==> config.mk <==
export PLATFORM = sky130hd
export DESIGN_NAME = scratch_slot_allocator_unit
export DESIGN_NICKNAME = d
export VERILOG_FILES = /design/src/hw/rtl/ssa_pkg.sv /design/src/hw/rtl/scratch_slot_allocator_unit.sv /design/src/hw/rtl/ssa_ctrl.sv /design/src/hw/rtl/ssa_dpath.sv
export SDC_FILE = /design/constraint.sdc
export NUM_CORES = 2
export LEC_CHECK = 0
export ABC_CLOCK_PERIOD_IN_PS = 7250
export BUFFER_PORTS_ARGS = -buffer_cell sky130_fd_sc_hd__buf_2
export CORE_ASPECT_RATIO = 0.9
export CORE_UTILIZATION = 63
export CTS_CLUSTER_DIAMETER = 150
export DETAILED_ROUTE_END_ITERATION = 8
export PLACE_DENSITY = 0.8
export SYNTH_ARGS = -nofsm -noshare
export SYNTH_HDL_FRONTEND = slang
export SYNTH_SLANG_ARGS = --single-unit
export TNS_END_PERCENT = 30
==> constraint.sdc <==
create_clock -name clk -period 7.25 [get_ports clk]
set_input_delay 1.45 -clock clk [delete_from_list [all_inputs] [get_ports clk]]
set_output_delay 1.45 -clock clk [all_outputs]
set_load 0.005 [all_outputs]
==> src/hw/rtl/ssa_pkg.sv <==
// Shared types and codes for the scratch slot allocator.
package ssa_pkg;

    typedef enum logic [1:0] {
        OP_ALLOC       = 2'd0,
        OP_RELEASE     = 2'd1,
        OP_ADD_PAGE    = 2'd2,
        OP_RELEASE_ALL = 2'd3
    } ssa_op_t;

    typedef enum logic [1:0] {
        STAT_OK         = 2'd0,
        STAT_NO_SLOT    = 2'd1,
        STAT_NO_PAGE    = 2'd2,
        STAT_STORE_FULL = 2'd3
    } ssa_status_t;

    typedef enum logic [2:0] {
        S_IDLE,
        S_SEARCH,
        S_READ,
        S_DIVIDE,
        S_DONE
    } ssa_state_t;

    typedef struct packed {
        logic load;
        logic walk_dec;
        logic read_slot;
        logic calc_grant;
        logic div_start;
        logic div_step;
        logic commit;
    } ssa_cmd_t;

    typedef struct packed {
        ssa_op_t op;
        logic    empty;
        logic    walk_last;
        logic    alloc_hit;
        logic    release_hit;
        logic    out_free;
    } ssa_stat_t;

endpackage

==> src/hw/rtl/scratch_slot_allocator_unit.sv <==
// Scratch slot allocator: pages of fixed-size slots, each page with a FIFO of free indices.
// Alloc and release walk the pages newest first; a hit then reads the slot (alloc) or divides
// the offset (release) before the result registers; with no pages, add page, release all go direct.
// One item at a time: the next transfer is taken in the cycle after the result registers, even
// while that result waits; a stalled output holds the following item in its last step.
// Reset clears page count, FIFO pointers and refill flag; bases and slots need no clearing.
module scratch_slot_allocator_unit #(
    parameter int SLOT_BYTES = 64,
    parameter int PAGE_BYTES = 4096,
    parameter int MAX_PAGES  = 4
) (
    input  logic        clk,
    input  logic        rst_n,
    input  logic        in_valid,
    output logic        in_ready,
    input  logic [1:0]  opcode,
    input  logic [63:0] address,
    output logic        out_valid,
    input  logic        out_ready,
    output logic [63:0] slot_address,
    output logic [1:0]  status,
    output logic        refill_request,
    output logic [8:0]  free_total
);
    import ssa_pkg::*;

    ssa_cmd_t  cmd;
    ssa_stat_t stat;

    ssa_ctrl u_ctrl (
        .clk      (clk),
        .rst_n    (rst_n),
        .in_valid (in_valid),
        .opcode   (opcode),
        .in_ready (in_ready),
        .stat     (stat),
        .cmd      (cmd)
    );

    ssa_dpath #(
        .SLOT_BYTES (SLOT_BYTES),
        .PAGE_BYTES (PAGE_BYTES),
        .MAX_PAGES  (MAX_PAGES)
    ) u_dpath (
        .clk            (clk),
        .rst_n          (rst_n),
        .opcode         (opcode),
        .address        (address),
        .cmd            (cmd),
        .stat           (stat),
        .out_ready      (out_ready),
        .out_valid      (out_valid),
        .slot_address   (slot_address),
        .status         (status),
        .refill_request (refill_request),
        .free_total     (free_total)
    );

endmodule

==> src/hw/rtl/ssa_ctrl.sv <==
// Sequencer for the scratch slot allocator: page walk, slot read, divide and commit.
module ssa_ctrl (
    input  logic              clk,
    input  logic              rst_n,
    input  logic              in_valid,
    input  logic [1:0]        opcode,
    output logic              in_ready,
    input  ssa_pkg::ssa_stat_t stat,
    output ssa_pkg::ssa_cmd_t  cmd
);
    import ssa_pkg::*;

    ssa_state_t state_reg;
    ssa_state_t state_next;
    ssa_op_t    in_op;

    assign in_op = ssa_op_t'(opcode);

    always_ff @(posedge clk or negedge rst_n)
    begin
        if (!rst_n)
        begin
            state_reg <= S_IDLE;
        end
        else
        begin
            state_reg <= state_next;
        end
    end

    always_comb
    begin
        state_next = state_reg;
        cmd        = '0;
        in_ready   = 1'b0;
        case (state_reg)
            S_IDLE:
            begin
                in_ready = 1'b1;
                if (in_valid)
                begin
                    cmd.load = 1'b1;
                    // Alloc and release walk the pages unless there are none.
                    if ((in_op inside {OP_ALLOC, OP_RELEASE}) && !stat.empty)
                    begin
                        state_next = S_SEARCH;
                    end
                    else
                    begin
                        state_next = S_DONE;
                    end
                end
            end
            S_SEARCH:
            begin
                if (stat.op == OP_ALLOC && stat.alloc_hit)
                begin
                    cmd.read_slot = 1'b1;
                    state_next    = S_READ;
                end
                else if (stat.op == OP_RELEASE && stat.release_hit)
                begin
                    cmd.div_start = 1'b1;
                    state_next    = S_DIVIDE;
                end
                else if (stat.walk_last)
                begin
                    state_next = S_DONE;
                end
                else
                begin
                    cmd.walk_dec = 1'b1;
                end
            end
            S_READ:
            begin
                cmd.calc_grant = 1'b1;
                state_next     = S_DONE;
            end
            S_DIVIDE:
            begin
                cmd.div_step = 1'b1;
                state_next   = S_DONE;
            end
            S_DONE:
            begin
                if (stat.out_free)
                begin
                    cmd.commit = 1'b1;
                    state_next = S_IDLE;
                end
            end
            default:
            begin
                state_next = S_IDLE;
            end
        endcase
    end

endmodule

==> src/hw/rtl/ssa_dpath.sv <==
// Datapath of the scratch slot allocator: page table, slot FIFO memory and result register.
module ssa_dpath #(
    parameter int SLOT_BYTES = 64,
    parameter int PAGE_BYTES = 4096,
    parameter int MAX_PAGES  = 4
) (
    input  logic               clk,
    input  logic               rst_n,
    input  logic [1:0]         opcode,
    input  logic [63:0]        address,
    input  ssa_pkg::ssa_cmd_t  cmd,
    output ssa_pkg::ssa_stat_t stat,
    input  logic               out_ready,
    output logic               out_valid,
    output logic [63:0]        slot_address,
    output logic [1:0]         status,
    output logic               refill_request,
    output logic [8:0]         free_total
);
    import ssa_pkg::*;

    localparam int SLOTS     = PAGE_BYTES / SLOT_BYTES;
    localparam int SLOTS_D   = (SLOTS > 0) ? SLOTS : 1;
    localparam int HALF      = SLOTS / 2;
    localparam int IDX_W     = (SLOTS_D > 1) ? $clog2(SLOTS_D) : 1;
    localparam int CNT_W     = $clog2(SLOTS_D + 1);
    localparam int PG_W      = (MAX_PAGES > 1) ? $clog2(MAX_PAGES) : 1;
    localparam int PCNT_W    = $clog2(MAX_PAGES + 1);
    localparam int MEM_DEPTH = MAX_PAGES * SLOTS_D;
    localparam int MEM_AW    = (MEM_DEPTH > 1) ? $clog2(MEM_DEPTH) : 1;
    localparam int TOT_W     = $clog2(MAX_PAGES * SLOTS_D + 1);
    localparam int SPAN_I    = SLOTS * SLOT_BYTES;
    localparam int SPAN_D    = (SPAN_I > 1) ? SPAN_I : 2;
    localparam int OFF_W     = $clog2(SPAN_D);
    localparam int REC_SH    = OFF_W + $clog2(SLOT_BYTES);
    localparam int REC_W     = OFF_W + 2;
    localparam int MUL_W     = OFF_W + REC_W;
    localparam int SB_W      = $clog2(SLOT_BYTES + 1);
    localparam int PROD_W    = IDX_W + SB_W;
    localparam logic [63:0]      SPAN  = 64'(SLOTS) * 64'(SLOT_BYTES);
    localparam logic [REC_W-1:0] REC_M = REC_W'(((64'd1 << REC_SH) + 64'(SLOT_BYTES) - 64'd1)
                                                / 64'(SLOT_BYTES));

    // Page table and per-page FIFO pointers.
    logic [63:0]      base_reg  [MAX_PAGES];
    logic [IDX_W-1:0] head_reg  [MAX_PAGES];
    logic [CNT_W-1:0] count_reg [MAX_PAGES];
    // Pushes since the page was added, saturating at a full page. Pushes land at
    // FIFO positions 0, 1, 2, ... in order, so a position below this mark holds a
    // pushed index and one above it still holds its own number from the fill.
    logic [CNT_W-1:0] wmark_reg [MAX_PAGES];
    logic [IDX_W-1:0] slot_mem  [MEM_DEPTH];

    logic [PCNT_W-1:0] page_count_reg;
    logic [PCNT_W-1:0] page_count_next;
    logic              pending_reg;
    logic              pending_next;
    logic [TOT_W-1:0]  total_reg;
    logic [TOT_W-1:0]  total_next;
    logic [TOT_W-1:0]  total_dec;

    ssa_op_t           op_reg;
    logic [63:0]       addr_reg;
    logic [PG_W-1:0]   k_reg;
    logic              hit_reg;
    logic [IDX_W-1:0]  rdata_reg;
    logic [PROD_W-1:0] prod_reg;
    logic [OFF_W-1:0]  off_reg;
    logic [IDX_W-1:0]  quot_reg;

    logic              out_valid_reg;
    logic [63:0]       slot_address_reg;
    ssa_status_t       status_reg;
    logic              refill_reg;
    logic [8:0]        free_total_reg;

    logic [63:0]       cur_base;
    logic [IDX_W-1:0]  cur_head;
    logic [CNT_W-1:0]  cur_count;
    logic [CNT_W-1:0]  cur_wmark;
    logic [63:0]       offset;
    logic [IDX_W-1:0]  head_inc;
    logic [CNT_W:0]    tail_sum;
    logic [CNT_W:0]    tail_wrap;
    logic [IDX_W-1:0]  tail_pos;
    logic              push_ok;
    logic              store_full;
    logic [PG_W-1:0]   new_pg;
    logic [IDX_W-1:0]  slot_idx;
    logic [MUL_W-1:0]  mul_full;
    logic              out_free;
    logic              mem_we;
    logic [MEM_AW-1:0] rd_addr;
    logic [MEM_AW-1:0] wr_addr;
    logic [63:0]       grant_next;
    ssa_status_t       status_next;
    logic              refill_next;

    function automatic logic [MEM_AW-1:0] slot_addr(input logic [PG_W-1:0] pg,
                                                    input logic [IDX_W-1:0] pos);
        return MEM_AW'(pg) * MEM_AW'(SLOTS_D) + MEM_AW'(pos);
    endfunction

    always_comb
    begin
        cur_base   = base_reg[k_reg];
        cur_head   = head_reg[k_reg];
        cur_count  = count_reg[k_reg];
        cur_wmark  = wmark_reg[k_reg];
        offset     = addr_reg - cur_base;
        head_inc   = (cur_head == IDX_W'(SLOTS_D - 1)) ? '0 : cur_head + 1'b1;
        tail_sum   = (CNT_W + 1)'(cur_head) + (CNT_W + 1)'(cur_count);
        tail_wrap  = (tail_sum >= (CNT_W + 1)'(SLOTS)) ? tail_sum - (CNT_W + 1)'(SLOTS)
                                                       : tail_sum;
        tail_pos   = IDX_W'(tail_wrap);
        push_ok    = cur_count < CNT_W'(SLOTS);
        store_full = page_count_reg == PCNT_W'(MAX_PAGES);
        new_pg     = PG_W'(page_count_reg);
        slot_idx   = (CNT_W'(cur_head) < cur_wmark) ? rdata_reg : cur_head;
        mul_full   = MUL_W'(off_reg) * MUL_W'(REC_M);
        out_free   = !out_valid_reg || out_ready;
        rd_addr    = slot_addr(k_reg, cur_head);
        wr_addr    = slot_addr(k_reg, tail_pos);
        total_dec  = total_reg - 1'b1;
    end

    assign stat.op          = op_reg;
    assign stat.empty       = page_count_reg == '0;
    assign stat.walk_last   = k_reg == '0;
    assign stat.alloc_hit   = cur_count != '0;
    assign stat.release_hit = offset < SPAN;
    assign stat.out_free    = out_free;

    // Result and next state of the item being committed.
    always_comb
    begin
        grant_next      = '0;
        status_next     = STAT_OK;
        refill_next     = 1'b0;
        pending_next    = pending_reg;
        page_count_next = page_count_reg;
        total_next      = total_reg;
        mem_we          = 1'b0;
        case (op_reg)
            OP_ALLOC:
            begin
                if (hit_reg)
                begin
                    grant_next = cur_base + 64'(prod_reg);
                    total_next = total_dec;
                    if (total_dec < TOT_W'(HALF) && !pending_reg)
                    begin
                        refill_next  = 1'b1;
                        pending_next = 1'b1;
                    end
                end
                else
                begin
                    status_next = STAT_NO_SLOT;
                end
            end
            OP_RELEASE:
            begin
                if (hit_reg)
                begin
                    // A push into a full FIFO is dropped but still reports success.
                    if (push_ok)
                    begin
                        total_next = total_reg + 1'b1;
                        mem_we     = cmd.commit;
                    end
                end
                else
                begin
                    status_next = STAT_NO_PAGE;
                end
            end
            OP_ADD_PAGE:
            begin
                pending_next = 1'b0;
                if (store_full)
                begin
                    status_next = STAT_STORE_FULL;
                end
                else
                begin
                    page_count_next = page_count_reg + 1'b1;
                    total_next      = total_reg + TOT_W'(SLOTS);
                end
            end
            OP_RELEASE_ALL:
            begin
                page_count_next = '0;
                total_next      = '0;
            end
            default:
            begin
                status_next = STAT_OK;
            end
        endcase
    end

    always_ff @(posedge clk or negedge rst_n)
    begin
        if (!rst_n)
        begin
            page_count_reg <= '0;
            pending_reg    <= 1'b0;
            total_reg      <= '0;
            k_reg          <= '0;
            hit_reg        <= 1'b0;
            out_valid_reg  <= 1'b0;
            for (int i = 0; i < MAX_PAGES; i++)
            begin
                head_reg[i]  <= '0;
                count_reg[i] <= '0;
                wmark_reg[i] <= '0;
            end
        end
        else
        begin
            if (cmd.load)
            begin
                k_reg   <= PG_W'(page_count_reg - 1'b1);
                hit_reg <= 1'b0;
            end
            if (cmd.walk_dec)
            begin
                k_reg <= k_reg - 1'b1;
            end
            if (cmd.read_slot || cmd.div_start)
            begin
                hit_reg <= 1'b1;
            end

            if (cmd.commit)
            begin
                out_valid_reg  <= 1'b1;
                page_count_reg <= page_count_next;
                pending_reg    <= pending_next;
                total_reg      <= total_next;
                case (op_reg)
                    OP_ALLOC:
                    begin
                        if (hit_reg)
                        begin
                            head_reg[k_reg]  <= head_inc;
                            count_reg[k_reg] <= cur_count - 1'b1;
                        end
                    end
                    OP_RELEASE:
                    begin
                        if (hit_reg && push_ok)
                        begin
                            count_reg[k_reg] <= cur_count + 1'b1;
                            if (cur_wmark != CNT_W'(SLOTS))
                            begin
                                wmark_reg[k_reg] <= cur_wmark + 1'b1;
                            end
                        end
                    end
                    OP_ADD_PAGE:
                    begin
                        if (!store_full)
                        begin
                            head_reg[new_pg]  <= '0;
                            count_reg[new_pg] <= CNT_W'(SLOTS);
                            wmark_reg[new_pg] <= '0;
                        end
                    end
                    OP_RELEASE_ALL:
                    begin
                        for (int i = 0; i < MAX_PAGES; i++)
                        begin
                            head_reg[i]  <= '0;
                            count_reg[i] <= '0;
                            wmark_reg[i] <= '0;
                        end
                    end
                    default:
                    begin
                        out_valid_reg <= 1'b1;
                    end
                endcase
            end
            else if (out_ready)
            begin
                out_valid_reg <= 1'b0;
            end
        end
    end

    // Payload registers, page bases and the slot memory carry no reset.
    always_ff @(posedge clk)
    begin
        if (cmd.load)
        begin
            op_reg   <= ssa_op_t'(opcode);
            addr_reg <= address;
        end
        if (cmd.read_slot)
        begin
            rdata_reg <= slot_mem[rd_addr];
        end
        if (mem_we)
        begin
            slot_mem[wr_addr] <= quot_reg;
        end
        if (cmd.calc_grant)
        begin
            prod_reg <= PROD_W'(slot_idx) * PROD_W'(SLOT_BYTES);
        end
        // Slot index of a released address: the page offset times a scaled reciprocal
        // of the slot size, exact for every offset inside a page.
        if (cmd.div_start)
        begin
            off_reg <= OFF_W'(offset);
        end
        if (cmd.div_step)
        begin
            quot_reg <= IDX_W'(mul_full >> REC_SH);
        end
        if (cmd.commit)
        begin
            slot_address_reg <= grant_next;
            status_reg       <= status_next;
            refill_reg       <= refill_next;
            free_total_reg   <= (int'(total_next) > 511) ? 9'd511 : 9'(total_next);
            if (op_reg == OP_ADD_PAGE && !store_full)
            begin
                base_reg[new_pg] <= addr_reg;
            end
        end
    end

    assign out_valid      = out_valid_reg;
    assign slot_address   = slot_address_reg;
    assign status         = status_reg;
    assign refill_request = refill_reg;
    assign free_total     = free_total_reg;

endmodule

==> key figures <==
Yosys
  • Ys async rst share: 0.04859
  • Avg Inst Size Synth: roughly 17 um2
  • Post-synth cell types: 90
  • Area leader, netlist: edfxtp_1
  • Synth top area cells: edfxtp_1 (68%), mux4_2 (12%), dfrtp_1 (2.9%)
  • Syn_nets: 5400
  • EDFF count, synth: around 2000
  • Synthesized flop and latch total: approximately 2100
  • Post-synth top area share: 0.6765
  • Post-synth top cells: edfxtp_1 (1958), nand2_1 (473), mux4_2 (462)
  • Mapped Cells: ~5200
  • Warnings from Yosys: 0
  • Most frequently used flop master after synthesis: edfxtp_1
  • Most numerous cell in the Yosys netlist: edfxtp_1
  • Post-synthesis sequential area ratio: 0.7053
  • Post-Synthesis Cell Area: 86920 um2

Finish
  • Nets@finish: approximately 5600
  • Layout cell share with drive strength beyond 1: 0.1950
  • Area growth, synth to finish: 10.82%
  • Antenna cells: 0
  • Post-route cell area: around 96000 um2
  • Final Core Density: 0.7075
  • Largest register FFs: ~1500

Detailed routing
  • Router iterations before antenna repair: 6
  • Drt via density: 6.872
  • DRC: 0
  • Initial DRC Count: around 6900
  • Wirelength per Cell: roughly 30 um
  • Routed Antenna Nets: 0
  • Total number of vias: 51030
  • Routed WL: ~220000 um

Floorplan
  • Cell Rows: roughly 130
  • DIE AREA: approximately 140000 um2
  • Starting Density: 0.6385
  • Die H: between 300 and 400 um
  • I/O Pins: between 100 and 150
  • Die W: ~390 um
  • Core area: between 100000 and 150000 um2

Timing
  • Setup TNS: 0 ns
  • RSZ-0062 raised after global routing: no
  • Clock Skews: 0.04529 ns
  • Crit path time final: 6.625 ns
  • Final Hold Vio Count: 0
  • Fin crit share: 0.9137
  • F_max: ~0.15 GHz
  • Max-slew headroom: 0.1835
  • Setup slack after layout: 0.6254 ns
  • Worst Tran Pin Value: 1.220 ns
  • Pins Over Slew Limit: 0
  • Final Setup Violations: 0

Pwr
  • Max IR drop VDD: 0.3888 mV
  • Sw frac: 0.3565
  • Seq pwr share: 0.360
  • Comb power frac: 0.384
  • Internal: 25.00 mW
  • Clock power share: 0.257
  • Switching pwr: 13.85 mW
  • PwrDens: roughly 400 nW/um2
  • Leakage power: approximately 32 nW

Critical path
  • Crit start category: flop
  • Reg2reg end: u_dpath.off_reg[8]$_DFFE_PP_
  • R2r startpoint: u_dpath.k_reg[0]$_DFFE_PN0P_
  • Critical path buffers and inverters: 2
  • Reg-to-reg setup timing slack: around 0.63 ns
  • Worst path required time: 7.69 ns
  • Slowest stage cell, crit path: dfrtp_4
  • Crit path cell chain: buf_12 > mux4_2 > inv_1 > ha_1 > a21oi_1 > o21ai_0 > and3_1 > a31oi_1 > o2111ai_1 > a2111oi_0 > nand4_1 > or4_1 > nor4_2 > nand4_2 > nor2_1
  • Crit. End Element: flop
  • CP Data Arrival Time: 7.06 ns
  • Top delay family on crit path: simple AND/OR/NAND/NOR gates
  • CP max FO: 40
  • Crit-path max cell delay: about 0.90 ns
  • CP startpoint: u_dpath.k_reg[0]$_DFFE_PN0P_
  • Critical path type: reg2reg
  • Stages on worst setup path: 15
  • Crit path to: u_dpath.off_reg[8]$_DFFE_PP_
  • Reg2reg path depth: 15

Clock tree
  • CTS root buf: clkbuf_16
  • Setup bufs post-CTS: 0
  • Clk slew on worst S/H paths: about 0.070 ns
  • Post_cts resized: 0
  • CTS sink count: about 2100
  • CTS tree: done
  • H-tree levels: 4
  • Cts bufs inserted: 191
  • Worst skew pair latency: 0.84 ns
  • Number of buffers on the longest clock path: 3
  • CTS Hold Bufs: 0

Place
  • Post-DP Area: around 90000 um2
  • Routability Congestion: slightly below 1
  • Hpwl dp: roughly 130000 um
  • Post-place setup slack: a little under 0.7 ns
  • Port bufs: approximately 150

Hold path
  • HP Class: reg2reg

Global route
  • Tot GR Track Use: 0.3201
  • GR Overflow Total: 0
  • First-pass GRT wire length: roughly 330000 um
  • Largest net degree at the start of global routing: 256
  • Number of global-route vias before repair: 50430
  • Initial antenna violation count: 3

Job
  • Max Cap Viol: 0

Run status
  • Status: completed
-- worst reg2reg max path: stages (launching register included) --
cell,delay (ns)
dfrtp_4,0.90
buf_12,0.32
mux4_2,0.60
inv_1,0.12
ha_1,0.40
a21oi_1,0.24
o21ai_0,0.22
and3_1,0.27
a31oi_1,0.34
o2111ai_1,0.16
a2111oi_0,0.70
nand4_1,0.27
or4_1,0.60
nor4_2,0.27
nand4_2,0.25
nor2_1,0.57
-- final cells by class --
cell class                 count  area [um2]
multi-input combinational   2780       24090
timing repair buffer         298        2047
clock inverter               122        1175
clock buffer                 236        5001
fill                        8138       39810
tap                         1820        2277
inverter                     112       422.9
sequential                  2058       61310
-- cells in the final DEF, fill, tap and decap left out, types with 43 or more instances in the layout --
cell type,count
xnor2_1,78
nand4_1,50
o21ai_0,133
nand3_1,46
mux2i_1,104
mux4_2,460
inv_1,106
buf_4,138
nor4_1,45
nand2_1,471
a21oi_1,288
clkinv_1,43
buf_2,146
dfrtp_1,98
edfxtp_1,1958
nor2_1,442
nor3_1,72
ha_1,97
clkbuf_16,193
-- power by group through the flow --
stage / sequential [mW] / combinational (mW) / clock, mW
5_1_grt: 14.0 / 15.7 / 10.4
6_report: 14.0 / 14.9 / 9.97
3_3_place_gp: 14.2 / 14.3 / 0
2_1_floorplan: 14.0 / 10.4 / 0
3_5_place_dp: 14.2 / 14.5 / 0
4_1_cts: 14.0 / 14.7 / 10.0
-- worst min-delay path by stage --
stage               cells past startpoint  slack, ns                    startpoint                            end
floorplan                               0       0.40  u_dpath.off_reg[6]$_DFFE_PP_  u_dpath.quot_reg[0]$_DFFE_PN_
global route                            0       0.43  u_dpath.off_reg[9]$_DFFE_PP_  u_dpath.quot_reg[3]$_DFFE_PN_
global placement                        0       0.40  u_dpath.off_reg[6]$_DFFE_PP_  u_dpath.quot_reg[0]$_DFFE_PN_
finish                                  0       0.42  u_dpath.off_reg[9]$_DFFE_PP_  u_dpath.quot_reg[3]$_DFFE_PN_
detailed placement                      0       0.41  u_dpath.off_reg[9]$_DFFE_PP_  u_dpath.quot_reg[3]$_DFFE_PN_
CTS                                     0       0.42  u_dpath.off_reg[9]$_DFFE_PP_  u_dpath.quot_reg[3]$_DFFE_PN_
-- per-layer routing --
metal  routed length, um  global-route usage
met1               85460              0.4577
met2              105100              0.4994
met4                9035              0.1186
met3               23710             0.06138
met5                   9                   0
-- kinds of logic after synthesis --
| logic type | after synthesis | share of synthesized area |
|---|---|---|
| flops | 2058 | 0.7053 |
| mux | 586 | 0.1344 |
| compound gates | 724 | 0.05262 |
| xor+xnor | 112 | 0.01129 |
| fa+ha+maj | 99 | 0.01442 |
| simple gates | 1259 | 0.06383 |
| buf+inv | 393 | 0.01821 |
-- metrics by stage --
step	hold slack, ns	total power [mW]	instances
floorplan	0.4003	24.40	5231
global placement	0.4035	28.55	7068
detailed placement	0.4056	28.77	7068
CTS	0.4202	38.70	7426
global route	0.4306	40.19	7426
finish	0.4191	38.85	7426
Power figures use the tool's default switching activity.
